### config.mk
export PLATFORM = sky130hd
export DESIGN_NAME = first_fit_block_allocator_top
export DESIGN_NICKNAME = d
export VERILOG_FILES = /design/src/design/ffba_pkg.sv /design/src/design/first_fit_block_allocator_top.sv
export SDC_FILE = /design/constraint.sdc
export NUM_CORES = 2
export LEC_CHECK = 0
export BUFFER_PORTS_ARGS = -buffer_cell sky130_fd_sc_hd__buf_2
export CORE_AREA = 5 5 584 586
export CTS_BUF_LIST = sky130_fd_sc_hd__clkbuf_8
export CTS_CLUSTER_DIAMETER = 60
export CTS_CLUSTER_SIZE = 28
export DETAILED_ROUTE_END_ITERATION = 8
export DIE_AREA = 0 0 589 591
export HOLD_SLACK_MARGIN = 0.08
export PLACE_DENSITY_LB_ADDON = 0.3
export SLEW_MARGIN = 20
export SYNTH_ARGS = -nofsm -noshare
export SYNTH_HDL_FRONTEND = slang
export SYNTH_SLANG_ARGS = --single-unit
### constraint.sdc
create_clock -name clk -period 24.6 [get_ports clk]
set_clock_uncertainty 0.2 [all_clocks]
set_input_delay 2.46 -clock clk [delete_from_list [all_inputs] [get_ports clk]]
set_output_delay 2.46 -clock clk [all_outputs]
set_load 0.02 [all_outputs]
### src/design/ffba_pkg.sv
// ----------------------------------------------------------------------------
// ffba_pkg
// Types and constants shared by the first-fit block allocator: the layout of
// one block table entry, the status codes and the list terminator.
// ----------------------------------------------------------------------------
package ffba_pkg;

	localparam int OFFSET_W = 16;
	localparam int SIZE_W   = 16;
	localparam int LINK_W   = 7;
	localparam int COUNT_W  = 7;
	localparam int ADDR_W   = 32;
	localparam int REQ_W    = 17;
	localparam int STATUS_W = 2;

	// Link value that ends the address-ordered block list.
	localparam logic [LINK_W-1:0] LINK_NONE = 7'd127;

	localparam logic [STATUS_W-1:0] ST_OK       = 2'd0;
	localparam logic [STATUS_W-1:0] ST_NO_FIT   = 2'd1;
	localparam logic [STATUS_W-1:0] ST_FREE     = 2'd2;
	localparam logic [STATUS_W-1:0] ST_BAD_ADDR = 2'd3;

	localparam logic OP_ALLOC = 1'b0;
	localparam logic OP_FREE  = 1'b1;

	// One block table entry: header offset from the arena base, data bytes,
	// free flag and the index of the next block in address order.
	typedef struct packed {
		logic [OFFSET_W-1:0] offset;
		logic [SIZE_W-1:0]   size;
		logic                free;
		logic [LINK_W-1:0]   next;
	} blk_t;

endpackage

### src/design/first_fit_block_allocator_top.sv
// ----------------------------------------------------------------------------
// first_fit_block_allocator_top
// First-fit allocator over one arena of address-ordered blocks with headers.
// ----------------------------------------------------------------------------
// The block keeps a table of up to MAX_BLOCKS blocks in one single-port-write
// memory with a registered read, linked in address order. An allocate item
// walks the list from the first block, one list entry per clock cycle, and
// takes the first free block that is large enough; a block that exceeds the
// request by more than one header is split while the table has room; the
// remainder becomes a new block at the table end, and a split state then
// rewrites the found block. A free item scans the table in index order, one
// entry per cycle, for the block whose data starts at free_address. An item
// goes from idle through the walk or scan, any split state and the finish
// state, paced by the single memory read port; a free outside the arena goes
// straight to finish. The input side is stalled while an item is in
// work; a finished result sits in the output register, and the next item is
// accepted while it waits there. A result that finds the output register
// still full and stalled holds the sequencer until the register drains.
// Neighboring free blocks are never merged. No clearing pass is needed after
// reset: only the first entry has a reset value, which a single flag supplies
// until that entry is first written.
// ----------------------------------------------------------------------------
module first_fit_block_allocator_top #(
	parameter int ARENA_BYTES  = 65536,
	parameter int HEADER_BYTES = 20,
	parameter int MAX_BLOCKS   = 64
) (
	input  logic                           clk,
	input  logic                           arst_n,
	// Configuration write channel (arena base address).
	input  logic                           cfg_valid,
	output logic                           cfg_ready,
	input  logic [ffba_pkg::ADDR_W-1:0]    cfg_data,
	// Request items.
	input  logic                           in_valid,
	output logic                           in_stall,
	input  logic                           op,
	input  logic [ffba_pkg::REQ_W-1:0]     request_size,
	input  logic [ffba_pkg::ADDR_W-1:0]    free_address,
	// Result items.
	output logic                           out_valid,
	input  logic                           out_stall,
	output logic [ffba_pkg::ADDR_W-1:0]    data_address,
	output logic [ffba_pkg::STATUS_W-1:0]  status
);

	localparam int IW = (MAX_BLOCKS > 2) ? $clog2(MAX_BLOCKS) : 1;

	// Sequencer states.
	localparam logic [2:0] S_IDLE  = 3'd0; // waiting for an item
	localparam logic [2:0] S_WALK  = 3'd1; // allocate: walk the block list
	localparam logic [2:0] S_SRCH  = 3'd2; // free: scan the table
	localparam logic [2:0] S_SPLIT = 3'd3; // allocate: rewrite the split block
	localparam logic [2:0] S_FIN   = 3'd4; // hand the result to the output register

	localparam ffba_pkg::blk_t RESET_ENTRY = '{
		offset: '0,
		size:   ffba_pkg::SIZE_W'(ARENA_BYTES - HEADER_BYTES),
		free:   1'b1,
		next:   ffba_pkg::LINK_NONE
	};

	logic [2:0]                         state_q;
	logic [ffba_pkg::ADDR_W-1:0]        base_q;
	logic [ffba_pkg::COUNT_W-1:0]       used_q;
	logic                               init0_q;
	logic [ffba_pkg::REQ_W-1:0]         want_q;
	logic [ffba_pkg::ADDR_W-1:0]        dist_q;
	logic [IW-1:0]                      hit_idx_q;
	logic [ffba_pkg::OFFSET_W-1:0]      hit_off_q;
	logic [ffba_pkg::ADDR_W-1:0]        res_addr_q;
	logic [ffba_pkg::STATUS_W-1:0]      res_status_q;
	logic                               out_valid_q;
	logic [ffba_pkg::ADDR_W-1:0]        out_addr_q;
	logic [ffba_pkg::STATUS_W-1:0]      out_status_q;

	// Block table memory.
	ffba_pkg::blk_t                     mem_q [MAX_BLOCKS];
	ffba_pkg::blk_t                     rdata_q;
	logic [IW-1:0]                      rd_idx_q;
	logic [IW-1:0]                      rd_addr;
	logic                               we;
	logic [IW-1:0]                      waddr;
	ffba_pkg::blk_t                     wdata;

	ffba_pkg::blk_t                     ent;
	logic                               take;
	logic                               fits;
	logic                               split;
	logic                               walk_end;
	logic                               match;
	logic                               scan_end;
	logic [ffba_pkg::COUNT_W-1:0]       idx_inc;
	logic [ffba_pkg::REQ_W:0]           split_off;
	logic [ffba_pkg::REQ_W:0]           split_size;
	logic [ffba_pkg::ADDR_W-1:0]        hit_addr;
	logic                               out_free;

	assign cfg_ready    = 1'b1;
	assign in_stall     = (state_q != S_IDLE);
	assign take         = in_valid && !in_stall;
	assign out_valid    = out_valid_q;
	assign data_address = out_addr_q;
	assign status       = out_status_q;
	assign out_free     = !out_valid_q || !out_stall;

	// The first entry reads as its reset value until it is first written.
	assign ent = (rd_idx_q == '0 && !init0_q) ? RESET_ENTRY : rdata_q;

	// Allocate: fit test, split test and the end of the list.
	assign fits  = ent.free && ({1'b0, ent.size} >= want_q);
	assign split = ((ffba_pkg::REQ_W+1)'(ent.size) >
			(ffba_pkg::REQ_W+1)'(want_q) + (ffba_pkg::REQ_W+1)'(HEADER_BYTES))
			&& (used_q < ffba_pkg::COUNT_W'(MAX_BLOCKS));
	assign walk_end = (ent.next >= used_q);

	assign split_off  = (ffba_pkg::REQ_W+1)'(ent.offset) +
			(ffba_pkg::REQ_W+1)'(HEADER_BYTES) + (ffba_pkg::REQ_W+1)'(want_q);
	assign split_size = (ffba_pkg::REQ_W+1)'(ent.size) -
			(ffba_pkg::REQ_W+1)'(HEADER_BYTES) - (ffba_pkg::REQ_W+1)'(want_q);
	assign hit_addr   = base_q + ffba_pkg::ADDR_W'(ent.offset) +
			ffba_pkg::ADDR_W'(HEADER_BYTES);

	// Free: data start compare and the end of the scan.
	assign match    = (ffba_pkg::ADDR_W'(ent.offset) +
			ffba_pkg::ADDR_W'(HEADER_BYTES)) == dist_q;
	assign idx_inc  = ffba_pkg::COUNT_W'(rd_idx_q) + ffba_pkg::COUNT_W'(1);
	assign scan_end = (idx_inc >= used_q);

	// Read address and the single write port of the table.
	always_comb begin
		rd_addr = '0;
		we      = 1'b0;
		waddr   = rd_idx_q;
		wdata   = ent;
		unique case (state_q)
			S_WALK: begin
				rd_addr = ent.next[IW-1:0];
				if (fits) begin
					we = 1'b1;
					if (split) begin
						// The remainder becomes a new free block at the table end.
						waddr       = used_q[IW-1:0];
						wdata.offset = split_off[ffba_pkg::OFFSET_W-1:0];
						wdata.size   = split_size[ffba_pkg::SIZE_W-1:0];
						wdata.free   = 1'b1;
						wdata.next   = ent.next;
					end else begin
						wdata.free = 1'b0;
					end
				end
			end
			S_SRCH: begin
				rd_addr = idx_inc[IW-1:0];
				if (match && !ent.free) begin
					we         = 1'b1;
					wdata.free = 1'b1;
				end
			end
			S_SPLIT: begin
				we          = 1'b1;
				waddr       = hit_idx_q;
				wdata.offset = hit_off_q;
				wdata.size   = want_q[ffba_pkg::SIZE_W-1:0];
				wdata.free   = 1'b0;
				wdata.next   = used_q;
			end
			S_IDLE, S_FIN: begin
				rd_addr = '0;
			end
			default: begin
				rd_addr = '0;
			end
		endcase
	end

	always_ff @(posedge clk) begin
		if (we) begin
			mem_q[waddr] <= wdata;
		end
		rdata_q  <= mem_q[rd_addr];
		rd_idx_q <= rd_addr;
	end

	// Sequencer, table bookkeeping and result registers.
	always_ff @(posedge clk or negedge arst_n) begin
		if (!arst_n) begin
			state_q      <= S_IDLE;
			base_q       <= '0;
			used_q       <= ffba_pkg::COUNT_W'(1);
			init0_q      <= 1'b0;
			out_valid_q  <= 1'b0;
			res_addr_q   <= '0;
			res_status_q <= ffba_pkg::ST_OK;
			hit_idx_q    <= '0;
			hit_off_q    <= '0;
		end else begin
			if (cfg_valid && cfg_ready) begin
				base_q <= cfg_data;
			end
			if (we && waddr == '0) begin
				init0_q <= 1'b1;
			end
			// A new result loads the output register; otherwise an accepted
			// result leaves it empty.
			if (state_q == S_FIN && out_free) begin
				out_valid_q <= 1'b1;
			end else if (out_valid_q && !out_stall) begin
				out_valid_q <= 1'b0;
			end

			unique case (state_q)
				S_IDLE: begin
					if (take) begin
						if (op == ffba_pkg::OP_ALLOC) begin
							state_q <= S_WALK;
						end else if (free_address - base_q >=
								ffba_pkg::ADDR_W'(ARENA_BYTES)) begin
							res_addr_q   <= '0;
							res_status_q <= ffba_pkg::ST_BAD_ADDR;
							state_q      <= S_FIN;
						end else begin
							state_q <= S_SRCH;
						end
					end
				end
				S_WALK: begin
					if (fits) begin
						res_addr_q   <= hit_addr;
						res_status_q <= ffba_pkg::ST_OK;
						hit_idx_q    <= rd_idx_q;
						hit_off_q    <= ent.offset;
						state_q      <= split ? S_SPLIT : S_FIN;
					end else if (walk_end) begin
						res_addr_q   <= '0;
						res_status_q <= ffba_pkg::ST_NO_FIT;
						state_q      <= S_FIN;
					end
				end
				S_SPLIT: begin
					used_q  <= used_q + ffba_pkg::COUNT_W'(1);
					state_q <= S_FIN;
				end
				S_SRCH: begin
					res_addr_q <= '0;
					if (match) begin
						res_status_q <= ent.free ? ffba_pkg::ST_FREE : ffba_pkg::ST_OK;
						state_q      <= S_FIN;
					end else if (scan_end) begin
						res_status_q <= ffba_pkg::ST_BAD_ADDR;
						state_q      <= S_FIN;
					end
				end
				S_FIN: begin
					if (out_free) begin
						state_q <= S_IDLE;
					end
				end
				default: begin
					state_q <= S_IDLE;
				end
			endcase
		end
	end

	// Request fields and the result payload need no reset.
	always_ff @(posedge clk) begin
		if (take) begin
			want_q <= request_size;
			dist_q <= free_address - base_q;
		end
		if (state_q == S_FIN && out_free) begin
			out_addr_q   <= res_addr_q;
			out_status_q <= res_status_q;
		end
	end

endmodule
* Word level (Yosys, flattened, before mapping)
Memory sizes are Yosys's and may differ from the RTL's. A register that Yosys moved wholly into a read port is not among the register bits.
Index checks and enable logic that the tools add are counted.
** Word-level totals
- Flip-flop bits (word level) :: 189
- RAM bits :: 2560
- Bits of input ports :: 87
- Output and inout bits :: 37
- Logic and storage cells :: 111
- Memories kept :: 1
** Memories
- mem_q :: words 64, bits a word 40, read ports 1, clocked after Yosys merged registers in 1, wr ports 1, line first_fit_block_allocator_top.sv:78 : ffba_pkg::blk_t mem_q [MAX_BLOCKS];
** Operators by class
- Add/subtract/negate cells :: 11
- Magnitude comparators :: 6
- Eq/ne operators :: 11
- Multiplexer cells :: 44
- Reduce and logical (&&, ||, !) cells :: 24
** Operator list (count)
- 2-to-1 mux 32 bit :: 6
- one-hot mux 32 bit (3 select lines) :: 1
- 2-to-1 mux 40 bit :: 2
- one-hot mux 32 bit (2 select lines) :: 1
- adder 32 x 16 -> 32 bit :: 1
- adder 32 x 5 -> 32 bit, second input constant :: 1
- equality test 17 x 32 -> 1 bit :: 1
- >= comparator 32 x 17 -> 1 bit, second input constant :: 1
- subtractor 32 bit :: 1
- 2-to-1 mux 3 bit :: 9
- one-hot mux 6 bit (2 select lines) :: 2
- adder 17 x 5 -> 18 bit, second input constant :: 1
- > comparator 16 x 18 -> 1 bit :: 1
- adder 16 x 5 -> 17 bit, second input constant :: 1
- >= comparator 16 x 17 -> 1 bit :: 1
- adder 16 bit :: 1
- adder 16 x 5 -> 16 bit, second input constant :: 1
- 2-to-1 mux 2 bit :: 8
- subtractor 16 bit :: 1
- subtractor 16 x 5 -> 16 bit, second input constant :: 1
- one-hot mux 3 bit (5 select lines) :: 1
- >= comparator 7 bit :: 2
- one-hot mux 7 bit (2 select lines) :: 1
- zero test 6 bit :: 2
- 22 further kinds :: 48

* Depth between registers and ports, before layout
- Depth after elaboration :: 10
- Gate-level depth with buffers :: 24

* Least setup slack after synthesis
Ideal clock, no wire load.
- Path kind :: register to register
- From :: reg rd_idx_q[0]
- To :: mem mem_q[0][19] (netlist bit) (data pin)
- Library setup time :: 0.722 ns
- Arrival time :: 6.887 ns
- Data required time :: 23.678 ns
- Path slack :: 16.792 ns
- Cell stages (with the launch flop) :: 24
- Clock period less this slack :: 7.808 ns
- Cells stage by stage :: dfxtp_1 > inv_1 > ha_1 > nor4b_4 > nand2_1 > clkbuf_1 > clkbuf_1 > clkbuf_1 > nand2_1 > ha_1 > inv_1 > ha_1 > fa_1 > a21o_1 > a21oi_1 > o21bai_1 > a21oi_1 > nor2b_1 > o21a_1 > o31a_1 > nor2_1 > xnor2_1 > a21oi_1 > a211oi_1
** RTL lines
- start, declared :: line first_fit_block_allocator_top.sv:80 : logic [IW-1:0] rd_idx_q;
- start signal, assigned :: line first_fit_block_allocator_top.sv:182 : rd_idx_q <= rd_addr;
- end, declared :: line first_fit_block_allocator_top.sv:78

* Final worst setup path
- From :: reg rd_idx_q[0]
- To :: mem mem_q[1][17] (netlist bit) (enable)
** On the way
- Longest elaborated chain between the ends :: 10
- Elaborated cells on any way between the ends :: 19
- Those cells by class :: add/sub (1); order compare (2); eq/ne (1); mux (9); reduce/logical (6)
** RTL lines
- zero test 6 bit :: line first_fit_block_allocator_top.sv:108 : assign ent = (rd_idx_q == '0 && !init0_q) ? RESET_ENTRY : rdata_q;
- logical AND 1 bit :: line first_fit_block_allocator_top.sv:108
- 2-to-1 mux 40 bit :: line first_fit_block_allocator_top.sv:108
- adder 16 x 5 -> 17 bit :: line first_fit_block_allocator_top.sv:125 : assign match = (ffba_pkg::ADDR_W'(ent.offset) +
- equality test 17 x 32 -> 1 bit :: line first_fit_block_allocator_top.sv:126 : ffba_pkg::ADDR_W'(HEADER_BYTES)) == dist_q;
- logical AND 1 bit :: line first_fit_block_allocator_top.sv:155 : if (match && !ent.free) begin
- 2-to-1 mux 1 bit :: line first_fit_block_allocator_top.sv:155
- one-hot mux 1 bit (3 select lines) :: line first_fit_block_allocator_top.sv:136 : unique case (state_q)
- 2-to-1 mux 1 bit :: line first_fit_block_allocator_top.sv:178 : if (we) begin
- 2-to-1 mux 1 bit (implied by the code) :: line first_fit_block_allocator_top.sv:179 : mem_q[waddr] <= wdata;
Parallel ways exist; a longest one is shown, timed or not.

==> reports/results.txt <==
Total number of clock tree sinks -> 2,789
Total setup violations reported at the end of the flow -> 0
Ratio of cells with drive above 1 in the final layout -> 0.0810
Leading cell type in the layout, fill and taps excluded -> sky130_fd_sc_hd__nand2_1
Number of nets in the synthesized netlist -> 9,759
RePlAce Congestion -> 0.868
Leading cell types in the layout, fill and taps excluded -> sky130_fd_sc_hd__nand2_1 (2,726), sky130_fd_sc_hd__edfxtp_1 (2,643), sky130_fd_sc_hd__nand3_1 (1,302), sky130_fd_sc_hd__a311oi_1 (442), sky130_fd_sc_hd__buf_4 (180)
Slew margin rel. -> 0.194
Hold violation total from the final report -> 0
Post-synthesis simple-gate area fraction -> 0.170
Maximum number of pins on one net before global-route repair -> 163
Capture point of the worst path -> mem_q[1][17]
Clock slew seen by the registers of the worst setup and hold paths -> 0.14 ns
Worst r2r dst -> mem_q[1][17]
Area Overhead vs Synth -> 8.88%
R2R Path Start -> rd_idx_q[0]
Family of cells with the greatest summed delay on the critical path -> simple AND/OR/NAND/NOR gates
Top flip-flop cell by instance count after synthesis -> sky130_fd_sc_hd__edfxtp_1
Fill cell instance count of the final layout -> 31,800
Number of remaining DRC errors -> 0
Post-route ant nets -> 0
Placed standard-cell area -> 123,000 µm²
Crit path capture type -> flop
Number of cells upsized or downsized after cts -> 0
Distinct cells, synth -> 101
Die footprint -> 348,000 µm²
Fraction of synthesized area in multiplexers -> 0.00127
Share of synthesized area occupied by flip-flops and latches -> 0.709
Critical path start-end classification -> reg2reg
Mean area per synthesized cell -> 12.3 µm²
Cell depth of the worst flop-to-flop path -> 20
Setup repair after global routing missed its margin -> no
Setup Buffers After CTS -> 0
Run status -> finished, final reports clean
Final min period -> 8.49 ns
Iteration-0 DRC count of the detailed router -> 7,890
Core Region -> 335,000 µm²
Leak pwr -> 43.3 nW
Total global routing track utilization -> 0.183
Area of the mapped netlist -> 117,000 µm²
Total number of placement rows -> 213
Buffers and inverters on the worst path -> 3
Number of hold buffers added after CTS -> 0
Finished layout cell area -> 127,000 µm²
Worst hold path stage count -> 0
Slowest stage cell on the critical path -> sky130_fd_sc_hd__o221ai_1
Type of the worst min-delay path -> reg2reg
Number of antenna violations at the first check in global routing -> 20
CTS tree -> built
Number of I/O port buffers -> 122
Maximum resistive drop on vdd -> 0.174 mV
Initial Utilization -> 0.348
Die W -> 589 µm
Critical path cell sequence -> inv_1, ha_1, nor4b_4, nand2_1, buf_4, nand2_1, ha_1, fa_1, o21bai_1, a21oi_1, maj3_1, o21bai_1, a221o_1, and2_1, nand4_2, o221ai_1, nor2b_2, nand2_1, nor2_4, buf_4
Largest family of logic cells by synthesized area -> simple AND/OR/NAND/NOR gates
Transition time at the pin with the least slew margin -> 1.20 ns
Ratio of final minimum period to clock period -> 0.345
Worst setup path startpoint -> rd_idx_q[0]
F_max -> 118 MHz
Number of flops mapped to enable cells by yosys -> 2,643
Overall overflow remaining after global route -> 0
Number of nets in the finished design -> 9,631
Synthesized-area fraction occupied by ao, oa, aoi and oai cells -> 0.0655
Overall routed net length -> 331,000 µm
Vias -> 76,200
Detailed Place HPWL -> 188,000 µm
Pwr per Cell Area -> 122 nW/µm²
Worst-case register-to-register setup slack -> 16.11 ns
Die boundary height -> 591 µm
Max Fanout on Critical Path -> 35
Worst-case hold slack -> 0.260 ns
Maximum number of buffers from clock root to sink -> 4
Maximum level of the CTS H-tree -> 4
Total Negative Setup Slacks -> 0 ns
Number of gates on the worst path with buffers counted -> 20
Clk Latency, worst-skew pair -> 1.05 ns
Number of max-slew violations in the final report -> 0
Cell at the root of the clock tree -> sky130_fd_sc_hd__clkbuf_8
Async S/R FF share, synth -> 0.0359
WL/cell -> 23.8 µm
Number of iterations in the first detailed-routing pass -> 8
Xor/xnor share of the synthesized area -> 0.00905
Total power -> 15.5 mW
Cell with the most instances on the worst path -> sky130_fd_sc_hd__nand2_1
# IOs -> 124
Data required time of the critical path -> 25.02 ns
Ratio of routed vias to standard cells -> 5.48
Worst stage delay on the critical path -> 0.96 ns
Count of state elements after synthesis -> 2,789
Adder-cell share of the synthesized area -> 0.0192
Critical Path Start Type -> flop
# Max-Cap Violations -> 0
Gate count after technology mapping -> 9,497
Num CTS Buffers -> 168
Number of global-route vias before repair -> 72,700
Wire length of the first global-routing pass -> 486,000 µm
CP arrival -> 8.91 ns
Count of yosys warnings during synthesis -> 0
[registers in the layout (all words and copies together), names as in the netlist]
| signal | flops |
|---|---|
| status | 2 |
| rd_idx_q | 6 |
| dist_q | 32 |
| want_q | 17 |
| res_addr_q | 32 |
| hit_off_q | 16 |
| out_valid | 1 |
| used_q | 7 |
| hit_idx_q | 6 |
| data_address | 32 |
| init0_q | 1 |
| state_q | 3 |
| res_status_q | 2 |
| rdata_q | 40 |
| base_q | 32 |
| mem_q | 2560 |
[power by group]
group	leakage, nW	total (mW)	internal, mW	switching (mW)
Combinational	15.9	6.07	1.47	4.61
Sequential	25.4	6.99	6.83	0.163
Clock	1.95	2.48	0.831	1.65
[per-layer routing]
layer  routed length (µm)  vias up  global-route usage
li1                     -    34400                   -
met1               145000    38700               0.262
met2               154000     2772               0.297
met3                24700      359              0.0267
met4                 6680        2              0.0379
met5                    7        -                   0
[how the worst min path moves through the flow]
stage                     slack (ns)                to       startpoint
after floorplan                 0.22         status[1]  res_status_q[1]
after global placement          0.24  data_address[16]   res_addr_q[16]
after detailed placement        0.23  data_address[12]   res_addr_q[12]
after CTS                       0.26  data_address[12]   res_addr_q[12]
after global routing            0.27  data_address[17]   res_addr_q[17]
final                           0.26  data_address[12]   res_addr_q[12]
[final cells by class]
cell class / instances / area, µm² / share of cell area
inverter: 168 / 653 / 0.00513
clock buffer: 170 / 2340 / 0.0184
antenna: 6 / 15.0 / 0.000118
timing repair buffer: 318 / 2300 / 0.0181
clock inverter: 123 / 1550 / 0.0122
tap: 4407 / 5510 / 0.0434
sequential: 2789 / 82800 / 0.651
multi-input combinational: 5924 / 32000 / 0.252
[Yosys cell counts (7+ instances only)]
cell type | number | area, µm²
sky130_fd_sc_hd__a211oi_1 | 7 | 52.6
sky130_fd_sc_hd__a21boi_0 | 8 | 60.1
sky130_fd_sc_hd__a21o_1 | 36 | 270
sky130_fd_sc_hd__a21oi_1 | 183 | 916
sky130_fd_sc_hd__a22o_1 | 31 | 272
sky130_fd_sc_hd__a22oi_1 | 21 | 158
sky130_fd_sc_hd__a311oi_1 | 443 | 3880
sky130_fd_sc_hd__a31oi_1 | 49 | 307
sky130_fd_sc_hd__and2_1 | 16 | 100
sky130_fd_sc_hd__and3_1 | 172 | 1080
sky130_fd_sc_hd__and4_1 | 7 | 61.3
sky130_fd_sc_hd__buf_1 | 34 | 128
sky130_fd_sc_hd__buf_2 | 61 | 305
sky130_fd_sc_hd__buf_4 | 7 | 52.6
sky130_fd_sc_hd__clkbuf_1 | 513 | 1930
sky130_fd_sc_hd__dfrtp_1 | 99 | 2480
sky130_fd_sc_hd__dfxtp_1 | 46 | 921
sky130_fd_sc_hd__edfxtp_1 | 2643 | 79400
sky130_fd_sc_hd__ha_1 | 169 | 2110
sky130_fd_sc_hd__inv_1 | 167 | 627
sky130_fd_sc_hd__mux2i_1 | 7 | 70.1
sky130_fd_sc_hd__nand2_1 | 2729 | 10200
sky130_fd_sc_hd__nand2b_1 | 23 | 144
sky130_fd_sc_hd__nand3_1 | 1302 | 6520
sky130_fd_sc_hd__nand4_1 | 19 | 119
sky130_fd_sc_hd__nor2_1 | 169 | 634
sky130_fd_sc_hd__nor2b_1 | 13 | 81.3
sky130_fd_sc_hd__nor3_1 | 80 | 400
sky130_fd_sc_hd__nor4_1 | 14 | 87.6
sky130_fd_sc_hd__o211ai_1 | 13 | 97.6
sky130_fd_sc_hd__o21a_1 | 12 | 90.1
sky130_fd_sc_hd__o21ai_0 | 116 | 581
sky130_fd_sc_hd__o21bai_1 | 10 | 75.1
sky130_fd_sc_hd__o221ai_1 | 11 | 96.3
sky130_fd_sc_hd__o22ai_1 | 11 | 68.8
sky130_fd_sc_hd__or3_1 | 7 | 43.8
sky130_fd_sc_hd__xnor2_1 | 82 | 718
sky130_fd_sc_hd__xor2_1 | 31 | 272
[through the flow]
step	utilization	setup slack, ns	std cells
finish	0.379	16.11	13900
global route	0.379	15.86	13900
CTS	0.379	16.22	13900
detailed placement	0.368	16.29	13600
global placement	0.368	16.34	13600
floorplan	-	16.79	9497
[logic make-up (layout without fill, tap and decap cells)]
| logic type | count (synthesis) | in the layout |
|---|---|---|
| AOI/OAI and AO/OA | 1025 | 1025 |
| and+or+nand+nor | 4593 | 4593 |
| buffers and inverters | 784 | 779 |
| DFF | 2789 | 2789 |
| xor gates and xnor gates | 116 | 116 |
| adders and majority gates | 176 | 176 |
| other | 1 | 7 |
| muxes | 13 | 13 |
No activity file was read; power rests on OpenSTA's default activity.
